### config.mk
export PLATFORM = sky130hd
export DESIGN_NAME = bba_ctrl
export DESIGN_NICKNAME = d
export VERILOG_FILES = /design/src/rtl/bba_pkg.sv /design/src/rtl/bba_ctrl.sv
export SDC_FILE = /design/constraint.sdc
export NUM_CORES = 1
export LEC_CHECK = 0
export ABC_AREA = 0
export BUFFER_PORTS_ARGS = -buffer_cell sky130_fd_sc_hd__buf_4
export CAP_MARGIN = 25
export CORE_MARGIN = 1
export CORE_UTILIZATION = 57
export CTS_CLUSTER_DIAMETER = 60
export DETAILED_ROUTE_END_ITERATION = 6
export GPL_ROUTABILITY_DRIVEN = 0
export MAX_ROUTING_LAYER = met4
export PLACE_DENSITY = 0.82
export SLEW_MARGIN = 10
export SYNTH_ARGS = -nofsm -noshare
export SYNTH_HDL_FRONTEND = slang
export SYNTH_SLANG_ARGS = --single-unit
### constraint.sdc
create_clock -name clock -period 4.05 [get_ports clock]
set_clock_uncertainty 0.15 [all_clocks]
set_input_delay 0.405 -clock clock [delete_from_list [all_inputs] [get_ports clock]]
set_output_delay 0.405 -clock clock [all_outputs]
set_load 0.01 [all_outputs]
### src/rtl/bba_pkg.sv
// Shared constants, types and codes for the bitmap block allocator.
// Used by bba_map_ram, bba_ctrl and bitmap_block_allocator; depends on nothing.
// BLOCK_BYTES must be a power of two so that address-to-block is a shift.
`timescale 1ns / 1ps

package bba_pkg;

   // Map geometry.
   localparam int NUM_BLOCKS  = 1024;
   localparam int BLOCK_BYTES = 4096;

   localparam int BLK_W   = $clog2(NUM_BLOCKS);
   localparam int CNT_W   = BLK_W + 1;
   localparam int LEN_W   = BLK_W + 1;
   localparam int SHIFT   = $clog2(BLOCK_BYTES);
   localparam int ADDR_W  = 32;
   localparam int REQ_W   = 22;
   localparam int NEED_W  = REQ_W + 1;

   localparam logic [BLK_W-1:0] LAST_BLK = BLK_W'(NUM_BLOCKS - 1);

   // Result codes.
   typedef enum logic [1:0] {
      STATUS_OK           = 2'd0,
      STATUS_NO_SPACE     = 2'd1,
      STATUS_OUT_OF_RANGE = 2'd2,
      STATUS_NOT_ALLOC    = 2'd3
   } status_type;

   // Request opcodes.
   localparam logic OP_ALLOC = 1'b0;
   localparam logic OP_FREE  = 1'b1;

   // Sequencer states.
   typedef enum logic [2:0] {
      ST_CLEAR,
      ST_IDLE,
      ST_SCAN,
      ST_MARK,
      ST_FREE_RD,
      ST_FREE_CHK,
      ST_FREE_CLR
   } state_type;

   // One map entry: used bit and the length of a run starting here.
   typedef struct packed {
      logic             used;
      logic [LEN_W-1:0] len;
   } map_word_type;

   // Memory access request from the sequencer.
   typedef struct packed {
      logic             we;
      logic [BLK_W-1:0] waddr;
      map_word_type     wdata;
      logic             re;
      logic [BLK_W-1:0] raddr;
   } mem_req_type;

   // Result beat.
   typedef struct packed {
      logic              valid;
      logic [ADDR_W-1:0] address;
      status_type        status;
   } rsp_type;

endpackage

### src/rtl/bba_ctrl.sv
// Sequencer of the allocator: clearing pass, first-fit scan, run marking
// and run release over the block map. Depends on bba_pkg.
`timescale 1ns / 1ps

module bba_ctrl (
   input  logic                             clock,
   input  logic                             reset,
   input  logic                             start,
   output logic                             busy,
   input  logic                             req_op,
   input  logic [bba_pkg::REQ_W-1:0]        req_request_bytes,
   input  logic [bba_pkg::ADDR_W-1:0]       req_free_address,
   input  logic [bba_pkg::ADDR_W-1:0]       region_base,
   output bba_pkg::mem_req_type             mem_req,
   input  bba_pkg::map_word_type            rd_data,
   output bba_pkg::rsp_type                 rsp
);

   bba_pkg::state_type           state_ff, state_in;
   logic [bba_pkg::CNT_W-1:0]    issue_ff, issue_in;
   logic [bba_pkg::BLK_W-1:0]    chk_ff, chk_in;
   logic                         chk_valid_ff, chk_valid_in;
   logic [bba_pkg::LEN_W-1:0]    count_ff, count_in;
   logic [bba_pkg::LEN_W-1:0]    need_ff, need_in;
   logic [bba_pkg::BLK_W-1:0]    start_blk_ff, start_blk_in;
   logic [bba_pkg::BLK_W-1:0]    cur_ff, cur_in;
   logic [bba_pkg::LEN_W-1:0]    left_ff, left_in;
   bba_pkg::rsp_type             rsp_ff, rsp_in;

   logic                         scan_re;
   logic [bba_pkg::NEED_W-1:0]   need_full;
   logic [bba_pkg::ADDR_W-1:0]   offset;
   logic [bba_pkg::ADDR_W-1:0]   blk_full;
   logic [bba_pkg::LEN_W-1:0]    count_inc;
   logic [bba_pkg::BLK_W-1:0]    found_start;

   // Request decoding and scan arithmetic.
   always_comb begin
      need_full   = (bba_pkg::NEED_W'(req_request_bytes) >> bba_pkg::SHIFT)
                    + bba_pkg::NEED_W'(1);
      offset      = req_free_address - region_base;
      blk_full    = offset >> bba_pkg::SHIFT;
      scan_re     = (issue_ff < bba_pkg::CNT_W'(bba_pkg::NUM_BLOCKS));
      count_inc   = count_ff + bba_pkg::LEN_W'(1);
      found_start = chk_ff - need_ff[bba_pkg::BLK_W-1:0] + bba_pkg::BLK_W'(1);
   end

   // Next state and register updates.
   always_comb begin
      state_in     = state_ff;
      issue_in     = issue_ff;
      chk_in       = chk_ff;
      chk_valid_in = 1'b0;
      count_in     = count_ff;
      need_in      = need_ff;
      start_blk_in = start_blk_ff;
      cur_in       = cur_ff;
      left_in      = left_ff;
      rsp_in       = rsp_ff;
      rsp_in.valid = 1'b0;

      case (state_ff)
         bba_pkg::ST_CLEAR: begin
            if (cur_ff == bba_pkg::LAST_BLK) begin
               state_in = bba_pkg::ST_IDLE;
            end else begin
               cur_in = cur_ff + bba_pkg::BLK_W'(1);
            end
         end
         bba_pkg::ST_IDLE: begin
            if (start) begin
               rsp_in.address = '0;
               if (req_op == bba_pkg::OP_ALLOC) begin
                  if (need_full > bba_pkg::NEED_W'(bba_pkg::NUM_BLOCKS - 1)) begin
                     rsp_in.valid  = 1'b1;
                     rsp_in.status = bba_pkg::STATUS_NO_SPACE;
                  end else begin
                     need_in  = need_full[bba_pkg::LEN_W-1:0];
                     count_in = '0;
                     issue_in = bba_pkg::CNT_W'(1);
                     state_in = bba_pkg::ST_SCAN;
                  end
               end else begin
                  if (blk_full >= bba_pkg::ADDR_W'(bba_pkg::NUM_BLOCKS)) begin
                     rsp_in.valid  = 1'b1;
                     rsp_in.status = bba_pkg::STATUS_OUT_OF_RANGE;
                  end else begin
                     start_blk_in = blk_full[bba_pkg::BLK_W-1:0];
                     state_in     = bba_pkg::ST_FREE_RD;
                  end
               end
            end
         end
         bba_pkg::ST_SCAN: begin
            // Reads are issued one block ahead of the check.
            if (scan_re) begin
               issue_in     = issue_ff + bba_pkg::CNT_W'(1);
               chk_in       = issue_ff[bba_pkg::BLK_W-1:0];
               chk_valid_in = 1'b1;
            end
            if (chk_valid_ff) begin
               if (!rd_data.used && (count_inc == need_ff)) begin
                  start_blk_in = found_start;
                  cur_in       = found_start;
                  left_in      = need_ff;
                  chk_valid_in = 1'b0;
                  state_in     = bba_pkg::ST_MARK;
               end else begin
                  count_in = rd_data.used ? '0 : count_inc;
                  if (chk_ff == bba_pkg::LAST_BLK) begin
                     rsp_in.valid   = 1'b1;
                     rsp_in.address = '0;
                     rsp_in.status  = bba_pkg::STATUS_NO_SPACE;
                     chk_valid_in   = 1'b0;
                     state_in       = bba_pkg::ST_IDLE;
                  end
               end
            end
         end
         bba_pkg::ST_MARK: begin
            if (left_ff == bba_pkg::LEN_W'(1)) begin
               rsp_in.valid   = 1'b1;
               rsp_in.address = region_base
                                + (bba_pkg::ADDR_W'(start_blk_ff) << bba_pkg::SHIFT);
               rsp_in.status  = bba_pkg::STATUS_OK;
               state_in       = bba_pkg::ST_IDLE;
            end else begin
               left_in = left_ff - bba_pkg::LEN_W'(1);
               cur_in  = cur_ff + bba_pkg::BLK_W'(1);
            end
         end
         bba_pkg::ST_FREE_RD: begin
            state_in = bba_pkg::ST_FREE_CHK;
         end
         bba_pkg::ST_FREE_CHK: begin
            if (rd_data.len == '0) begin
               rsp_in.valid   = 1'b1;
               rsp_in.address = '0;
               rsp_in.status  = bba_pkg::STATUS_NOT_ALLOC;
               state_in       = bba_pkg::ST_IDLE;
            end else begin
               left_in  = rd_data.len;
               cur_in   = start_blk_ff;
               state_in = bba_pkg::ST_FREE_CLR;
            end
         end
         bba_pkg::ST_FREE_CLR: begin
            // The run ends at its length or at the last block of the map.
            if ((left_ff == bba_pkg::LEN_W'(1)) || (cur_ff == bba_pkg::LAST_BLK)) begin
               rsp_in.valid   = 1'b1;
               rsp_in.address = '0;
               rsp_in.status  = bba_pkg::STATUS_OK;
               state_in       = bba_pkg::ST_IDLE;
            end else begin
               left_in = left_ff - bba_pkg::LEN_W'(1);
               cur_in  = cur_ff + bba_pkg::BLK_W'(1);
            end
         end
         default: begin
            state_in = bba_pkg::ST_IDLE;
         end
      endcase
   end

   // Memory requests and handshake outputs.
   always_comb begin
      mem_req       = '0;
      mem_req.waddr = cur_ff;
      mem_req.raddr = start_blk_ff;
      busy          = (state_ff != bba_pkg::ST_IDLE);
      case (state_ff)
         bba_pkg::ST_CLEAR: begin
            mem_req.we = 1'b1;
         end
         bba_pkg::ST_SCAN: begin
            mem_req.re    = scan_re;
            mem_req.raddr = issue_ff[bba_pkg::BLK_W-1:0];
         end
         bba_pkg::ST_MARK: begin
            // Only the first block of a run carries its length.
            mem_req.we         = 1'b1;
            mem_req.wdata.used = 1'b1;
            mem_req.wdata.len  = (cur_ff == start_blk_ff) ? need_ff : '0;
         end
         bba_pkg::ST_FREE_RD: begin
            mem_req.re = 1'b1;
         end
         bba_pkg::ST_FREE_CLR: begin
            mem_req.we = 1'b1;
         end
         default: begin
            mem_req.we = 1'b0;
         end
      endcase
   end

   assign rsp = rsp_ff;

   // Control registers and the result beat.
   always_ff @(posedge clock) begin
      if (reset) begin
         state_ff     <= bba_pkg::ST_CLEAR;
         cur_ff       <= '0;
         chk_valid_ff <= 1'b0;
         rsp_ff       <= '0;
      end else begin
         state_ff     <= state_in;
         cur_ff       <= cur_in;
         chk_valid_ff <= chk_valid_in;
         rsp_ff       <= rsp_in;
      end
   end

   // Datapath registers.
   always_ff @(posedge clock) begin
      issue_ff       <= issue_in;
      chk_ff         <= chk_in;
      count_ff       <= count_in;
      need_ff        <= need_in;
      start_blk_ff   <= start_blk_in;
      left_ff        <= left_in;
   end

endmodule

After elaboration in Yosys (flattened, before gate mapping):

Cells that the tools add are included.

* register bits after elaboration: 113
* input bits: 102
* output and inout bits: 70
* logic and storage cells: 147

* $add $sub $neg: 9
* $lt $le $gt $ge: 3
* eq/ne operators: 35
* muxes and demuxes: 64
* bitwise logic cells: 3
* reductions and logical operators: 21

Operators with widths (count)
* two-way mux 35 bit: 7
* two-way mux 11 bit: 16
* one-hot mux 35 bit (5 select lines): 1
* two-way mux 10 bit: 10
* one-hot mux 10 bit (5 select lines): 1
* one-hot mux 11 bit (2 select lines): 2
* one-hot mux 11 bit (4 select lines): 1
* != test 2 bit (second input constant): 18
* two-way mux 3 bit: 11
* adder 32 x 22 -> 32 bit: 1
* subtractor 32 bit: 1
* adder 11 x 1 -> 11 bit (second input constant): 2
* one-hot mux 3 bit (7 select lines): 1
* adder 10 x 1 -> 10 bit (second input constant): 2
* == test 10 bit (second input constant): 2
* greater-or-equal comparator 20 x 11 -> 1 bit (second input constant): 1
* one-hot mux 10 bit (2 select lines): 1
* AND reduction 6 bit: 3
* AND reduction 8 bit: 2
* != test 3 bit (second input constant): 5
* two-way mux 12 bit: 1
* adder 10 x 1 -> 11 bit (second input constant): 1
* == test 11 x 1 -> 1 bit (second input constant): 1
* == test 11 bit: 1
* other kinds (28): 43

Logic depth before layout (Yosys ltp):

* depth in word-level cells: 6
* mapped depth: 16
* gate-level depth less buffers: 16

Least setup slack after synthesis:

Ideal clock, no wire load.

* path type: register to register
* start point: reg count_ff[0] (netlist bit)
* end point: reg left_ff[0] (netlist bit), enable pin
* setup time: 0.382 ns
* data arrival time: 3.117 ns
* required time: 3.518 ns
* slack: 0.401 ns
* cell stages (with the launch flop): 10
* buffers on the path: 0
* clock period less this slack: 3.649 ns
* cells stage by stage: edfxtp_1 > ha_1 > xor3_1 > or4_1 > o21bai_1 > nand4b_1 > or4_1 > nor4_2 > o21ai_2 > a21oi_1

* word-level cells in the longest chain between the ends: 5

RTL lines
* start: declaration: RTL line bba_ctrl.sv:23 `logic [bba_pkg::LEN_W-1:0] count_ff, count_in;`
* start signal: assignment: RTL line bba_ctrl.sv:218 `count_ff <= count_in;`
* adder 11 x 1 -> 11 bit: RTL line bba_ctrl.sv:44 `count_inc = count_ff + bba_pkg::LEN_W'(1);`
* == test 11 bit: RTL line bba_ctrl.sv:102 `if (!rd_data.used && (count_inc == need_ff)) begin`
* logical AND 1 bit: RTL line bba_ctrl.sv:102
* != test 2 bit (no source line)
* AND reduction 6 bit (no source line)
* end signal: assignment: RTL line bba_ctrl.sv:221 `left_ff <= left_in;`
* end: declaration: RTL line bba_ctrl.sv:27 `logic [bba_pkg::LEN_W-1:0] left_ff, left_in;`

Every way passes these cells.
A chain may end at the register's enable or synchronous reset.

Final worst setup path:

* start point: reg count_ff[0] (netlist bit)
* end point: reg cur_ff[1] (netlist bit)

* word-level cells in the longest chain between the ends: 5

RTL lines
* adder 11 x 1 -> 11 bit: RTL line bba_ctrl.sv:44
* == test 11 bit: RTL line bba_ctrl.sv:102
* logical AND 1 bit: RTL line bba_ctrl.sv:102
* != test 2 bit (no source line)
* AND reduction 7 bit (no source line)
* end signal: assignment: RTL line bba_ctrl.sv:208 `cur_ff <= cur_in;`
* end: declaration: RTL line bba_ctrl.sv:26 `logic [bba_pkg::BLK_W-1:0] cur_ff, cur_in;`

Every way passes these cells.

==> flow_summary.ini <==
[synthesis]
synth_seq_area_share_pct = 33.67
yosysUniqueCellTypes = 72
yosysMostFrequentCell = nand2_1
ys_ff_latch = 113
synthArstFlopShare_pct = 0
syn_area_um2 = 8622
synth_flop_cell = edfxtp_1
yosysWarnings = 0
synth_top_cell_by_area = edfxtp_1
syn_area_per_cell_um2 = 8.453
yosysTopAreaCellShare_pct = 22.29
synth.area.top_cells = edfxtp_1 22%, dfxtp_1 11%, ha_1 9.3%
synth_common_cells = 116 x nand2_1, 86 x nor2_1, 78 x inv_1
syn_inst = 1020
synth-edff-count = 64
synth_fp_nets = 1188

[clocking]
clk-insertion-delay-late_ps = 420
clkSlewWorstSetupHoldPaths_ps = 60
clock_sink_count = 113
holdBufCountCts = 0
cts_tree = done
postCtsResizedCells = 0
cts-root-buf = clkbuf_16
clk_path_buf_depth = 2
ctsHtreeMaxLevel = 4
numCtsBuffers = 17
post_cts_buffers = 0

[floorplan]
rows = 44
start_util_pct = 58.88
die-area_um2 = 15620
die_h_um = 125.0
io_pins = 172
die_x_um = 125.0
coreArea_um2 = 14640

[critical_path]
worstPathCellList = ha_1 -> xor3_1 -> or4_1 -> o21bai_1 -> nand4b_1 -> or4_1 -> nor4_2 -> o21ai_2 -> a21oi_4 -> nand2_4 -> mux2i_1 -> nor2_1
crit_top_cell = or4_1
crit_arrival_ps = 3930
setup.worst_path.end_class = flip-flop
critPathLaunchType = flip-flop
cp_slowest_cell = edfxtp_1
path_max_fanout = 10
cpPeakStageDelay_ps = 460
cp_top_family = simple AND/OR/NAND/NOR gates
crit_type = reg2reg
cp.required_ps = 4190
critPathBufInv = 0

[sta]
setup_slack_ps = 255.0
finalCriticalPeriod_ps = 3795
rsz0062_at_grt = no
slew_viol_final = 0
final.setup.tns_ps = 0
setup_viol = 0
fmax_ghz = 0.2635
hold_violations = 0
period_share_pct = 93.70
maxSlewHeadroom_pct = 34.60
tightestPinTransition_ps = 977.4

[route]
wire_per_inst_um = 17.80
antenna_left = 0
routed_wl_um = 24410
drt_first_iter_violations = 852
vias = 8183
drc = 16
avgViaCountPerCell = 5.969
dr.pass1.iters = 7

[grt]
track_usage_pct = 32.05
grt_max_degree = 36
gr-total-overflow = 0
grt_pass1_wl_um = 38420
antenna_found_initial = 0
grt_pass1_vias = 7722

[power]
ir_drop_v = 0.0003170
p_leak_nw = 4.498
powerDensity_nw_per_um2 = 380.0

[worst_hold_path]
hp-class = in2reg

[layout]
area_growth_pct = 22.48
num-nets-final = 1342
layout-drive-gt1-share_pct = 18.87
nFillCells = 1133
diodes = 0

[flow_run]
maxCapViolations = 0

[placed_design]
dpl.hpwl_um = 18230
dp_slack_ps = 242.1
io_buffers = 159

[run_status]
outcome = complete, but fails checks
violations = DRC
cell usage in the layout, fill, tap and decap left out, types with 13 or more instances in the layout:
cell type,count
xnor2_1,63
a22oi_1,17
dfxtp_1,49
xor2_1,38
a21o_1,17
o21ai_0,57
a22o_1,18
a21oi_1,62
nor2_1,86
and2_1,14
nand3_1,44
edfxtp_1,64
clkbuf_16,17
nor3_1,20
inv_1,78
nand2_1,116
buf_4,174
ha_1,64
o21bai_1,13
nand4_1,19
kinds of logic (layout without fill, tap and decap cells):
| family | after synthesis | in the layout | synth area share [%] |
|---|---|---|---|
| XOR/XNOR | 103 | 103 | 10.72 |
| buffers and inverters | 118 | 285 | 5.543 |
| adder cells (fa/ha/maj) | 66 | 66 | 9.752 |
| AO/OA/AOI/OAI | 256 | 256 | 19.55 |
| multiplexers | 9 | 9 | 1.059 |
| flip-flops | 113 | 113 | 33.67 |
| AND/OR/NAND/NOR | 355 | 355 | 19.71 |
per-stage QoR:
stage | utilization, % | instance area [um2] | hold WS (ps) | power (mW) | cells
after global routing | 72.11 | 10560 | 43.09 | 4.176 | 1371
after detailed placement | 68.28 | 9998 | 309.6 | 2.570 | 1339
after global placement | 68.28 | 9998 | 295.7 | 2.549 | 1339
final | 72.11 | 10560 | 56.98 | 4.012 | 1371
after CTS | 72.11 | 10560 | 45.23 | 3.993 | 1371
after floorplan | - | 8622 | 300.8 | 2.180 | 1020
report_power, final:
group / leakage [nW] / switching, mW / internal (mW)
sequential: 0.979 / 0.130 / 1.30
combinational: 3.25 / 0.642 / 0.507
clock: 0.268 / 0.582 / 0.847
total: 4.50 / 1.35 / 2.66
cell type report:
class / instances / area (um2) / area share [%]
clock inverter: 15 / 136.4 / 1.291
timing repair buffer: 175 / 1326 / 12.56
sequential: 113 / 2903 / 27.49
tap: 184 / 230.2 / 2.180
multi-input combinational: 789 / 5246 / 49.68
clock buffer: 17 / 425.4 / 4.028
inverter: 78 / 292.8 / 2.773
sequential cells by signal, summed over array words and instances, names as in the netlist:
register	cells
state_ff	3
start_blk_ff	10
chk_valid_ff	1
issue_ff	11
count_ff	11
chk_ff	10
rsp	35
left_ff	11
need_ff	11
cur_ff	10
final timing paths:
check,start,endpoint,slack (ps),cells after the start
worst min-delay path,region_base[6],rsp[8]$_SDFFE_PP0P_,60,2
worst max-delay path,count_ff[0]$_SDFFCE_PP0P_,cur_ff[1]$_SDFFE_PP0P_,260,12
worst min register to register,rsp[0]$_SDFFE_PP0P_,rsp[0]$_SDFFE_PP0P_,320,2
worst max register to register,count_ff[0]$_SDFFCE_PP0P_,cur_ff[1]$_SDFFE_PP0P_,260,12
per-layer routing:
metal / up-vias / GRT usage [%] / share of wire (%)
li1: 3961 / - / -
met4: 0 / 11.48 / 2.5
met3: 46 / 8.387 / 10
met5: - / - / 0
met1: 3767 / 39.99 / 42
met2: 409 / 50.12 / 45
Note: power is estimated with default switching activity, not from simulation.
